==> config.mk <==
export PLATFORM = sky130hd
export DESIGN_NAME = websocket_frame_unmasker
export DESIGN_NICKNAME = d
export VERILOG_FILES = /design/src/wsfu_pkg.sv /design/src/wsfu_front.sv /design/src/wsfu_fifo.sv /design/src/wsfu_back.sv /design/src/websocket_frame_unmasker.sv
export VERILOG_INCLUDE_DIRS = /design/src /design/src/src
export SDC_FILE = /design/constraint.sdc
export NUM_CORES = 1
export LEC_CHECK = 0
export BUFFER_PORTS_ARGS = -buffer_cell sky130_fd_sc_hd__clkbuf_2
export CORE_ASPECT_RATIO = 1.2
export CORE_MARGIN = 10
export CORE_UTILIZATION = 25
export CTS_BUF_LIST = sky130_fd_sc_hd__clkbuf_4
export CTS_CLUSTER_SIZE = 16
export DETAILED_ROUTE_END_ITERATION = 10
export SYNTH_ARGS = -nofsm -noshare
export SYNTH_HDL_FRONTEND = slang
export SYNTH_HIERARCHICAL = 1
export SYNTH_SLANG_ARGS = --single-unit
==> constraint.sdc <==
create_clock -name aclk -period 3 [get_ports aclk]
set_input_delay 0.3 -clock aclk [delete_from_list [all_inputs] [get_ports aclk]]
set_output_delay 0.3 -clock aclk [all_outputs]
set_load 0.01 [all_outputs]
==> src/websocket_frame_unmasker_defines.svh <==
// assertion macros shared by the websocket frame unmasker modules
// no dependencies; included by the front, queue and back modules
`ifndef WEBSOCKET_FRAME_UNMASKER_DEFINES_SVH
`define WEBSOCKET_FRAME_UNMASKER_DEFINES_SVH

// same-cycle implication, checked outside reset
`define WSFU_ASSERT_NOW(label, clk, rstn, ante, cons, msg) \
    label: assert property (@(posedge clk) disable iff (!rstn) (ante) |-> (cons)) \
        else $error(msg);

// next-cycle implication, checked outside reset
`define WSFU_ASSERT_NEXT(label, clk, rstn, ante, cons, msg) \
    label: assert property (@(posedge clk) disable iff (!rstn) (ante) |=> (cons)) \
        else $error(msg);

`endif

==> src/wsfu_pkg.sv <==
// types and constants for the websocket frame unmasker
// no dependencies; imported by every module of the block
package wsfu_pkg;

    localparam int unsigned FIFO_DEPTH_DEF = 2;

    // result status codes
    localparam logic [2:0] ST_DATA     = 3'd0;
    localparam logic [2:0] ST_EMPTY    = 3'd1;
    localparam logic [2:0] ST_NOTFIN   = 3'd2;
    localparam logic [2:0] ST_UNMASKED = 3'd3;
    localparam logic [2:0] ST_LEN64    = 3'd4;

    localparam logic [6:0] LEN_EXT16 = 7'd126;
    localparam logic [6:0] LEN_EXT64 = 7'd127;

    typedef enum logic [2:0] {
        PH_HDR0  = 3'd0,
        PH_HDR1  = 3'd1,
        PH_EXTHI = 3'd2,
        PH_EXTLO = 3'd3,
        PH_KEY   = 3'd4,
        PH_DATA  = 3'd5
    } phase_t;

    // one classified result on its way from front to back
    typedef struct packed {
        logic [2:0] status;
        logic [7:0] raw_byte;
        logic [7:0] key_byte;
        logic       last;
    } item_t;

endpackage

==> src/wsfu_front.sv <==
// header parser: tracks the frame phase, collects length and key, classifies bytes
// depends on wsfu_pkg and websocket_frame_unmasker_defines.svh
`include "websocket_frame_unmasker_defines.svh"

module wsfu_front (
    input  logic           aclk,
    input  logic           aresetn,
    input  logic           s_valid,
    output logic           s_ready,
    input  logic [7:0]     s_in_byte,
    input  logic           fifo_full,
    output logic           push,
    output wsfu_pkg::item_t push_item
);
    import wsfu_pkg::*;

    phase_t      phase_reg, phase_next;
    logic [15:0] remaining_reg, remaining_next;
    logic [7:0]  len_hi_reg, len_hi_next;
    logic [31:0] mask_key_reg, mask_key_next;
    logic [1:0]  key_idx_reg, key_idx_next;
    logic        halted_reg, halted_next;
    logic        fire;

    assign s_ready = halted_reg | ~fifo_full;
    assign fire    = s_valid & s_ready;

    always_ff @(posedge aclk) begin
        if (!aresetn) begin
            phase_reg     <= PH_HDR0;
            remaining_reg <= '0;
            len_hi_reg    <= '0;
            mask_key_reg  <= '0;
            key_idx_reg   <= '0;
            halted_reg    <= 1'b0;
        end else begin
            phase_reg     <= phase_next;
            remaining_reg <= remaining_next;
            len_hi_reg    <= len_hi_next;
            mask_key_reg  <= mask_key_next;
            key_idx_reg   <= key_idx_next;
            halted_reg    <= halted_next;
        end
    end

    always_comb begin
        phase_next     = phase_reg;
        remaining_next = remaining_reg;
        len_hi_next    = len_hi_reg;
        mask_key_next  = mask_key_reg;
        key_idx_next   = key_idx_reg;
        halted_next    = halted_reg;
        push           = 1'b0;
        push_item      = '{status: ST_DATA, raw_byte: 8'h00, key_byte: 8'h00, last: 1'b1};

        if (fire && !halted_reg) begin
            unique case (phase_reg)
                PH_HDR1: begin
                    if (!s_in_byte[7]) begin
                        push             = 1'b1;
                        push_item.status = ST_UNMASKED;
                        halted_next      = 1'b1;
                        phase_next       = PH_HDR0;
                    end else if (s_in_byte[6:0] == LEN_EXT64) begin
                        push             = 1'b1;
                        push_item.status = ST_LEN64;
                        halted_next      = 1'b1;
                        phase_next       = PH_HDR0;
                    end else if (s_in_byte[6:0] == LEN_EXT16) begin
                        phase_next = PH_EXTHI;
                    end else begin
                        remaining_next = {9'd0, s_in_byte[6:0]};
                        key_idx_next   = '0;
                        phase_next     = PH_KEY;
                    end
                end
                PH_EXTHI: begin
                    len_hi_next = s_in_byte;
                    phase_next  = PH_EXTLO;
                end
                PH_EXTLO: begin
                    remaining_next = {len_hi_reg, s_in_byte};
                    key_idx_next   = '0;
                    phase_next     = PH_KEY;
                end
                PH_KEY: begin
                    mask_key_next[{key_idx_reg, 3'b000} +: 8] = s_in_byte;
                    key_idx_next = key_idx_reg + 2'd1;
                    if (key_idx_reg == 2'd3) begin
                        if (remaining_reg == '0) begin
                            push             = 1'b1;
                            push_item.status = ST_EMPTY;
                            phase_next       = PH_HDR0;
                        end else begin
                            phase_next = PH_DATA;
                        end
                    end
                end
                PH_DATA: begin
                    push               = 1'b1;
                    push_item.raw_byte = s_in_byte;
                    push_item.key_byte = mask_key_reg[{key_idx_reg, 3'b000} +: 8];
                    push_item.last     = (remaining_reg == 16'd1);
                    key_idx_next       = key_idx_reg + 2'd1;
                    remaining_next     = remaining_reg - 16'd1;
                    if (remaining_reg == 16'd1) begin
                        phase_next = PH_HDR0;
                    end
                end
                default: begin
                    // first header byte, also the unused phase codes
                    if (!s_in_byte[7]) begin
                        push             = 1'b1;
                        push_item.status = ST_NOTFIN;
                        halted_next      = 1'b1;
                        phase_next       = PH_HDR0;
                    end else begin
                        phase_next = PH_HDR1;
                    end
                end
            endcase
        end
    end

    `WSFU_ASSERT_NEXT(a_halt_sticks, aclk, aresetn, halted_reg, halted_reg, "halt released")
    `WSFU_ASSERT_NOW(a_status_is_last, aclk, aresetn, push && push_item.status != ST_DATA,
        push_item.last && push_item.raw_byte == 8'h00, "status result not marked last")
    `WSFU_ASSERT_NEXT(a_no_push_when_halted, aclk, aresetn, halted_reg, !push,
        "result produced while halted")

endmodule

==> src/wsfu_fifo.sv <==
// short register queue decoupling the parser from the output stage
// depends on wsfu_pkg and websocket_frame_unmasker_defines.svh
`include "websocket_frame_unmasker_defines.svh"

module wsfu_fifo #(
    parameter int unsigned Depth = wsfu_pkg::FIFO_DEPTH_DEF
) (
    input  logic            aclk,
    input  logic            aresetn,
    input  logic            push,
    input  wsfu_pkg::item_t push_item,
    output logic            full,
    input  logic            pop,
    output logic            not_empty,
    output wsfu_pkg::item_t head_item
);
    import wsfu_pkg::*;

    localparam int unsigned PtrW = (Depth > 1) ? $clog2(Depth) : 1;
    localparam int unsigned CntW = $clog2(Depth + 1);

    item_t            mem_reg [Depth];
    logic [PtrW-1:0]  wr_ptr_reg, wr_ptr_next;
    logic [PtrW-1:0]  rd_ptr_reg, rd_ptr_next;
    logic [CntW-1:0]  count_reg, count_next;

    assign full      = (count_reg == CntW'(Depth));
    assign not_empty = (count_reg != '0);
    assign head_item = mem_reg[rd_ptr_reg];

    always_comb begin
        wr_ptr_next = wr_ptr_reg;
        rd_ptr_next = rd_ptr_reg;
        count_next  = count_reg;
        if (push) begin
            wr_ptr_next = (wr_ptr_reg == PtrW'(Depth - 1)) ? '0 : wr_ptr_reg + 1'b1;
        end
        if (pop) begin
            rd_ptr_next = (rd_ptr_reg == PtrW'(Depth - 1)) ? '0 : rd_ptr_reg + 1'b1;
        end
        priority if (push && !pop) begin
            count_next = count_reg + 1'b1;
        end else if (pop && !push) begin
            count_next = count_reg - 1'b1;
        end else begin
            count_next = count_reg;
        end
    end

    always_ff @(posedge aclk) begin
        if (!aresetn) begin
            wr_ptr_reg <= '0;
            rd_ptr_reg <= '0;
            count_reg  <= '0;
        end else begin
            wr_ptr_reg <= wr_ptr_next;
            rd_ptr_reg <= rd_ptr_next;
            count_reg  <= count_next;
        end
    end

    always_ff @(posedge aclk) begin
        if (push) begin
            mem_reg[wr_ptr_reg] <= push_item;
        end
    end

    `WSFU_ASSERT_NOW(a_no_overflow, aclk, aresetn, push, !full, "push into full queue")
    `WSFU_ASSERT_NOW(a_no_underflow, aclk, aresetn, pop, not_empty, "pop from empty queue")
    `WSFU_ASSERT_NEXT(a_count_hold, aclk, aresetn, push && pop, $stable(count_reg),
        "occupancy moved on simultaneous push and pop")

endmodule

==> src/wsfu_back.sv <==
// output stage: applies the key byte and holds the result for the receiver
// depends on wsfu_pkg and websocket_frame_unmasker_defines.svh
`include "websocket_frame_unmasker_defines.svh"

module wsfu_back (
    input  logic            aclk,
    input  logic            aresetn,
    input  logic            not_empty,
    input  wsfu_pkg::item_t head_item,
    output logic            pop,
    output logic            m_valid,
    input  logic            m_ready,
    output logic [2:0]      m_status,
    output logic [7:0]      m_payload_byte,
    output logic            m_last_of_frame
);
    import wsfu_pkg::*;

    logic       valid_reg, valid_next;
    logic [2:0] status_reg;
    logic [7:0] byte_reg;
    logic       last_reg;

    // the output register reloads from the queue head whenever it is empty or being drained
    assign pop        = not_empty & (~valid_reg | m_ready);
    assign valid_next = pop | (valid_reg & ~m_ready);

    always_ff @(posedge aclk) begin
        if (!aresetn) begin
            valid_reg <= 1'b0;
        end else begin
            valid_reg <= valid_next;
        end
    end

    always_ff @(posedge aclk) begin
        if (pop) begin
            status_reg <= head_item.status;
            byte_reg   <= head_item.raw_byte ^ head_item.key_byte;
            last_reg   <= head_item.last;
        end
    end

    assign m_valid         = valid_reg;
    assign m_status        = status_reg;
    assign m_payload_byte  = byte_reg;
    assign m_last_of_frame = last_reg;

    `WSFU_ASSERT_NEXT(a_pop_loads, aclk, aresetn, pop, valid_reg, "popped transaction lost")
    `WSFU_ASSERT_NOW(a_status_shape, aclk, aresetn, valid_reg && status_reg != ST_DATA,
        last_reg && byte_reg == 8'h00, "status result with payload or without last")
    `WSFU_ASSERT_NEXT(a_hold_stalled, aclk, aresetn, valid_reg && !m_ready,
        valid_reg && $stable(status_reg) && $stable(byte_reg), "stalled transaction changed")

endmodule

==> src/websocket_frame_unmasker.sv <==
// websocket frame unmasker: client frame byte stream in, unmasked payload bytes out
// usage notes
//   s_ channel: one raw byte of the client frame stream per transaction
//   m_ channel: one result per transaction, either a payload byte (status 0,
//   key applied) or a status word (empty frame, not final, unmasked, 64-bit
//   length) which always carries last_of_frame and a zero payload byte
//   header and key bytes give no result unless they end with a status word;
//   payload bytes give one each, passing through the queue and output register to m_
//   throughput: one byte per cycle, set by the header parser;
//   the queue (two entries by default) and the output register keep that rate with m_ready high
//   when the receiver stalls the queue fills and s_ready drops until it drains
//   after an error status every further byte is taken and dropped until reset
//   reset (aresetn low at a clock edge) returns to the first header byte
//   and empties the queue and output register
// depends on wsfu_pkg, wsfu_front, wsfu_fifo and wsfu_back

module websocket_frame_unmasker #(
    parameter int unsigned FifoDepth = wsfu_pkg::FIFO_DEPTH_DEF
) (
    input  logic       aclk,
    input  logic       aresetn,
    input  logic       s_valid,
    output logic       s_ready,
    input  logic [7:0] s_in_byte,
    output logic       m_valid,
    input  logic       m_ready,
    output logic [2:0] m_status,
    output logic [7:0] m_payload_byte,
    output logic       m_last_of_frame
);
    import wsfu_pkg::*;

    item_t push_item;
    item_t head_item;
    logic  push;
    logic  pop;
    logic  fifo_full;
    logic  fifo_not_empty;

    wsfu_front u_front (
        .aclk      (aclk),
        .aresetn   (aresetn),
        .s_valid   (s_valid),
        .s_ready   (s_ready),
        .s_in_byte (s_in_byte),
        .fifo_full (fifo_full),
        .push      (push),
        .push_item (push_item)
    );

    wsfu_fifo #(
        .Depth (FifoDepth)
    ) u_fifo (
        .aclk      (aclk),
        .aresetn   (aresetn),
        .push      (push),
        .push_item (push_item),
        .full      (fifo_full),
        .pop       (pop),
        .not_empty (fifo_not_empty),
        .head_item (head_item)
    );

    wsfu_back u_back (
        .aclk            (aclk),
        .aresetn         (aresetn),
        .not_empty       (fifo_not_empty),
        .head_item       (head_item),
        .pop             (pop),
        .m_valid         (m_valid),
        .m_ready         (m_ready),
        .m_status        (m_status),
        .m_payload_byte  (m_payload_byte),
        .m_last_of_frame (m_last_of_frame)
    );

endmodule
==> results of run 1 <==
[kinds of logic after synthesis]
family	synth area share
compound gates	0.131
xor+xnor	0.0168
fa+ha+maj	0.0218
buf+inv	0.0416
flops	0.508
mux	0.0896
simple gates	0.191
[cell usage in the layout, fill, tap and decap left out, drive strengths merged, types with 5 or more instances in the layout]
cell type,netlist,layout
mux2i,11,11
inv,12,15
ha,10,10
a31oi,7,7
nand2,53,53
clkbuf,29,44
o311ai,8,8
and2,6,6
nor3b,7,7
mux4,8,8
o21ai,5,5
mux2,20,20
buf,16,28
nand3,40,40
nor2,26,26
and3,22,22
edfxtp,52,52
o31ai,11,11
dfxtp,68,68
nor3,10,10
a21oi,44,44
xor2,10,10
nor2b,6,6
nand4,6,6
clkinv,0,6
[cell type report]
type	count	share of cell area
diodes	1	0.000383
clock buffers	19	0.0218
clock inverters	13	0.0233
inverters	12	0.00689
multi-input cells	373	0.396
flip-flops and latches	120	0.447
well taps	279	0.0534
repair buffers	53	0.0513
[cell usage after synthesis (4+ instances only)]
cell | n | share of area
a211oi_1 | 4 | 0.0052
nor2_1 | 26 | 0.017
mux2_2 | 20 | 0.039
a31oi_1 | 7 | 0.0076
clkbuf_1 | 29 | 0.019
nand2_1 | 53 | 0.035
and3_1 | 22 | 0.024
xor2_1 | 10 | 0.015
dfxtp_1 | 68 | 0.24
mux4_2 | 8 | 0.031
a21oi_1 | 44 | 0.038
buf_2 | 14 | 0.012
nand3b_1 | 4 | 0.0052
and2_1 | 6 | 0.0065
o31ai_1 | 11 | 0.014
o21ai_0 | 4 | 0.0035
nand4_1 | 6 | 0.0065
o311ai_1 | 8 | 0.012
a211o_1 | 4 | 0.0061
nor2b_1 | 5 | 0.0054
mux2i_1 | 11 | 0.019
nand3_1 | 40 | 0.035
nor3_1 | 10 | 0.0087
edfxtp_1 | 52 | 0.27
nor3b_1 | 4 | 0.0052
o21a_1 | 4 | 0.0052
ha_1 | 10 | 0.022
inv_1 | 12 | 0.0078
[power groups by stage]
| stage | Combinational, mW | Sequential, mW | Clock [mW] |
|---|---|---|---|
| final | 0.944 | 2.01 | 1.22 |
| after global routing | 1.04 | 2.03 | 1.32 |
| after CTS | 0.955 | 2.01 | 1.25 |
| after detailed placement | 0.950 | 2.05 | 0 |
| after global placement | 0.947 | 2.04 | 0 |
| after floorplan | 0.622 | 2.05 | 0 |
[worst max-delay path: stages (launching register included)]
cell	delay (ns)
dfxtp_1	0.49
inv_1	0.08
ha_1	0.22
nor3b_2	0.17
nand4b_1	0.20
nor3_1	0.09
o31a_1	0.30
ha_1	0.35
or3_1	0.36
a21boi_1	0.14
[how the worst max path moves through the flow]
stage | cells after the start | slack (ns) | endpoint
2_1_floorplan | 6 | 0.06 | u_fifo/mem_reg[0][0]
3_3_place_gp | 9 | 0.61 | u_fifo/count_reg[1]
3_5_place_dp | 9 | 0.60 | u_fifo/count_reg[1]
4_1_cts | 9 | 0.57 | u_fifo/count_reg[1]
5_1_grt | 9 | 0.42 | u_fifo/count_reg[1]
6_report | 9 | 0.55 | u_fifo/count_reg[1]
[layer usage]
| metal | GRT usage | vias up | part of all wire | routed length [um] |
|---|---|---|---|---|
| li1 | - | 2109 | - | - |
| met1 | 0.131 | 2112 | 0.46 | 6650 |
| met2 | 0.151 | 121 | 0.47 | 6690 |
| met3 | 0.0248 | 11 | 0.056 | 810 |
| met4 | 0.0360 | 0 | 0.014 | 204 |
| met5 | 0 | - | 0 | 0 |
==> impl_metrics.tcl, run 1 <==
set metrics [dict create \
    layout_setup_ws_ns 0.550 \
    numPortBuffers 25 \
    fp.dieH_um 186 \
    path_clk_slew_ns 0.12 \
    num-nets-final 599 \
    power_leakage_nw 2.35 \
    htree_levels 4 \
    p_seq_frac 0.481 \
    hold_class "primary input to flop" \
    final.hold.worst_slack_ns 0.107 \
    fp.dieArea_mm2 0.0295 \
    crit_required_ns 3.46 \
    synth_seq_cells 120 \
    utilization 0.290 \
    grtUsageTotal 0.0981 \
    grt_pass1_vias 4135 \
    grt_max_degree 37 \
    drive_gt1_frac 0.207 \
    clock_skew_ns 0.0216 \
    slew_headroom 0.447 \
    regArea_mm2 0.00292 \
    worstSetupStartpointType "flop" \
    first_pass_iters 5 \
    finalSetupViolations 0 \
    path_max_fanout 6 \
    cts_root_buffer "clkbuf_4" \
    post-place-ws_ns 0.604 \
    pin_count 26 \
    largest_register_ffs 40 \
    pwr_density_cell_mw_per_mm2 637 \
    max_cap_violations 0 \
    postSynthAreaPerCell_um2 10.5 \
    cts.repair.resized 0 \
    fin_crit_sh 0.817 \
    min-delay-start "m_ready" \
    antenna_found_initial 1 \
    critPathKind "flop to flop" \
    internal-power_mw 2.90 \
    max_slew.worst_pin.slew_ns 0.829 \
    placed_cell_area_mm2 0.00624 \
    ir_worst_vdd_mv 0.224 \
    area_growth_syn_to_layout_pct 13.8 \
    place_congestion 0.810 \
    viasPerCell 5.00 \
    min_to "u_back/m_valid" \
    num_vias 4353 \
    cts_buffer_depth 2 \
    endpoint_kind "flop" \
    syn_area_mm2 0.00575 \
    synthArstFlopShare 0 \
    fin_tns_setup_ns 0 \
    synth_warnings 6 \
    cp-startpoint "u_front/remaining_reg[0]" \
    core-area_mm2 0.0225 \
    place_inst 837 \
    status "complete, no violations" \
    finalNonFillerCells 870 \
    syn_inst 550 \
    post_cts.repair.setup_buffers 0 \
    min_path_cells 3 \
    dr.first_iter.drc_count 377 \
    placementRows 60 \
    power_frac_comb 0.227 \
    wl_per_cell_um 16.5 \
    power_mw 4.17 \
    drtAntennaViolNets 0 \
    numCtsBuffers 17 \
    die_w_um 158 \
    switchingPower_mw 1.27 \
    start_util 0.255 \
    grt_overflow_total 0 \
    worst_ep_arrival_time_ns 2.91 \
    wirelength_um 14400 \
    cts_hold_buf 0 \
    drc 0 \
    yosysUniqueCellTypes 63 \
    syn-num-nets 572 \
    cts_tree "done" \
    synth_edf_count 52 \
    ys_seq_area_frac 0.508 \
    clock-sinks 120 \
    rsz0062_at_grt "false" \
    fmax_mhz 408 \
    fin_area_mm2 0.00654 \
    fin_crit_ns 2.45 \
    hold_viol_final 0 \
    hpwl_um 9580 \
    worstSkewPairLatency_ns 0.53 \
    rrSetupSlack_ns 0.55 \
    drv_slew 0 \
    r2r_start "u_front/remaining_reg[0]" \
    sw_frac_of_total 0.305 \
    multiInputGateArea_mm2 0.00259 \
    fillCellCount 2368 \
    reg2reg_depth 9 \
    synth_flop_cell "dfxtp_1" \
    clkPwrFrac 0.292 \
    grt_pass1_wl_um 22700 \
    r2r_end "u_fifo/count_reg[1]" \
]
(Power assumes the default switching activity.)
==> inputs of run 2 (changes only) <==
- clock period: 3 -> 1.97 ns (I/O delays scaled with it)
==> run 2 against run 1 <==
Against the previous run: flip-flop and latch count did not move; clock-buffer cell count fell by 2; clock power rose by 44%; sequential share of layout area fell by 4.7 points; total power rose by 59%; the run now ends with negative setup slack left; wire length rose by 10%.
==> impl_metrics.tcl, run 2 (synthesized netlist as in run 1, its figures left out) <==
set metrics [dict create \
    post-place-ws_ns -0.198 \
    use_met1 0.131 \
    htree_levels 4 \
    grt_max_degree 57 \
    max_cap_violations 0 \
    numCtsBuffers 17 \
    ir_worst_vdd_mv 0.298 \
    cp_cell_sequence "inv_2, ha_4, nor3b_4, nand4b_1, nor3_2, o31a_1, ha_1, xor2_1, or3_1, a21boi_1" \
    cp_slowest_cell "dfxtp_2" \
    fmax_mhz 476 \
    endpoint_kind "flop" \
    rsz0062_at_grt "true" \
    critPathMaxStageDelay_ns 0.35 \
    power_leakage_nw 2.68 \
    core-area_mm2 0.0225 \
    drv_slew 0 \
    num-nets-final 662 \
    dr.first_iter.drc_count 460 \
    path_clk_slew_ns 0.12 \
    violations "negative setup slack" \
    crit_buf_inv 1 \
    wirelength_um 15800 \
    fp.dieH_um 186 \
    largest_register_ffs 40 \
    final.hold.worst_slack_ns 0.0813 \
    die_w_um 158 \
    pwr_density_cell_mw_per_mm2 904 \
    max_slew.worst_pin.slew_ns 0.626 \
    layout_setup_ws_ns -0.131 \
    numPortBuffers 25 \
    placementRows 60 \
    grtUsageTotal 0.107 \
    hold_class "primary input to flop" \
    mostFrequentLayoutCells "buf_4, dfxtp_1, nand2_1, edfxtp_1, a21oi_1" \
    num_vias 4742 \
    clock-sinks 120 \
    worst_ep_arrival_time_ns 2.60 \
    cp_top_family "simple AND/OR/NAND/NOR gates" \
    critPathKind "flop to flop" \
    final_common_cell "buf_4" \
    path_max_fanout 3 \
    finalSetupViolations 42 \
    status "finished with violations" \
    slew_headroom 0.581 \
    fp.dieArea_mm2 0.0295 \
    grt_use_met3 0.0278 \
    wl_per_cell_um 17.0 \
    drtAntennaViolNets 0 \
    antenna_found_initial 1 \
    clock_skew_ns 0.0210 \
    viasPerCell 5.08 \
    hold_viol_final 0 \
    fin_crit_ns 2.10 \
    cts_tree "done" \
    worstSetupStartpointType "flop" \
    area_growth_syn_to_layout_pct 27.7 \
    start_util 0.255 \
    place_congestion 0.827 \
    fin_crit_sh 1.07 \
    grt_util_met2 0.172 \
    grt_pass1_vias 4524 \
    grt_overflow_total 0 \
    first_pass_iters 8 \
    cts_buffer_depth 2 \
    crit_required_ns 2.46 \
    top_usage_layer "met2" \
    drc 0 \
    grt_pass1_wl_um 24400 \
    cts_root_buffer "clkbuf_4" \
    drive_gt1_frac 0.354 \
    worstSkewPairLatency_ns 0.57 \
    hpwl_um 10600 \
    pin_count 26 \
]
## run 2: repair_timing
action | in CTS | in global routing
setup buffers | 6 | 6
endpoints found under the setup margin | 48 | 89
hold buffers | 2 | 0
hold endpoints to repair | 2 | 0
cloned | 1 | 5
pin swaps | 7 | 17
gates resized for setup | 12 | 49
## run 2: power breakdown
part           internal [mW]  leakage (nW)  switching (mW)  total, mW
Sequential              2.91          1.05          0.0994       3.00
Combinational          0.846          1.49            1.04       1.88
Clock                  0.750         0.142            1.01       1.76
## run 2: final cells by class
cell class              instances  area, um2
inverters                      12       45.0
multi-input cells             377       2900
clock inverters                15        153
diodes                          1       2.50
clock buffers                  17        128
flip-flops and latches        120       2940
repair buffers                112        838
well taps                     279        349
fillers                      2276      15200
## run 2: per-stage QoR
stage / cells / setup TNS (ns) / utilization / total power [mW] / instance area (um2)
after detailed placement: 882 / -5.98 / 0.296 / 4.75 / 6660
after global routing: 933 / -8.61 / 0.326 / 6.99 / 7350
after global placement: 882 / -4.98 / 0.296 / 4.74 / 6660
after floorplan: 550 / -7.92 / - / 4.09 / 5810
after CTS: 923 / -0.984 / 0.313 / 6.57 / 7040
final: 933 / -1.80 / 0.326 / 6.64 / 7350
## run 2: worst register-to-register path, stage by stage (launching register included)
cell      delay [ns]
dfxtp_2         0.35
inv_2           0.05
ha_4            0.15
nor3b_4         0.14
nand4b_1        0.16
nor3_2          0.05
o31a_1          0.32
ha_1            0.22
xor2_1          0.15
or3_1           0.31
a21boi_1        0.12
## run 2: path summary, 6_finish.rpt
kind	startpoint	endpoint	slack (ns)	cells after the start
min	s_valid	u_front/halted_reg	0.08	4
max reg2reg	u_front/remaining_reg[1]	u_fifo/count_reg[1]	-0.13	10
max	u_front/remaining_reg[1]	u_fifo/count_reg[1]	-0.13	10
min reg2reg	u_front/mask_key_reg[15]	u_front/mask_key_reg[15]	0.46	2
## run 2: metal layers
metal	up-vias	routed length [um]
met2	173	7680
met1	2305	6940
met5	-	0
met4	0	418
met3	29	813
li1	2235	-
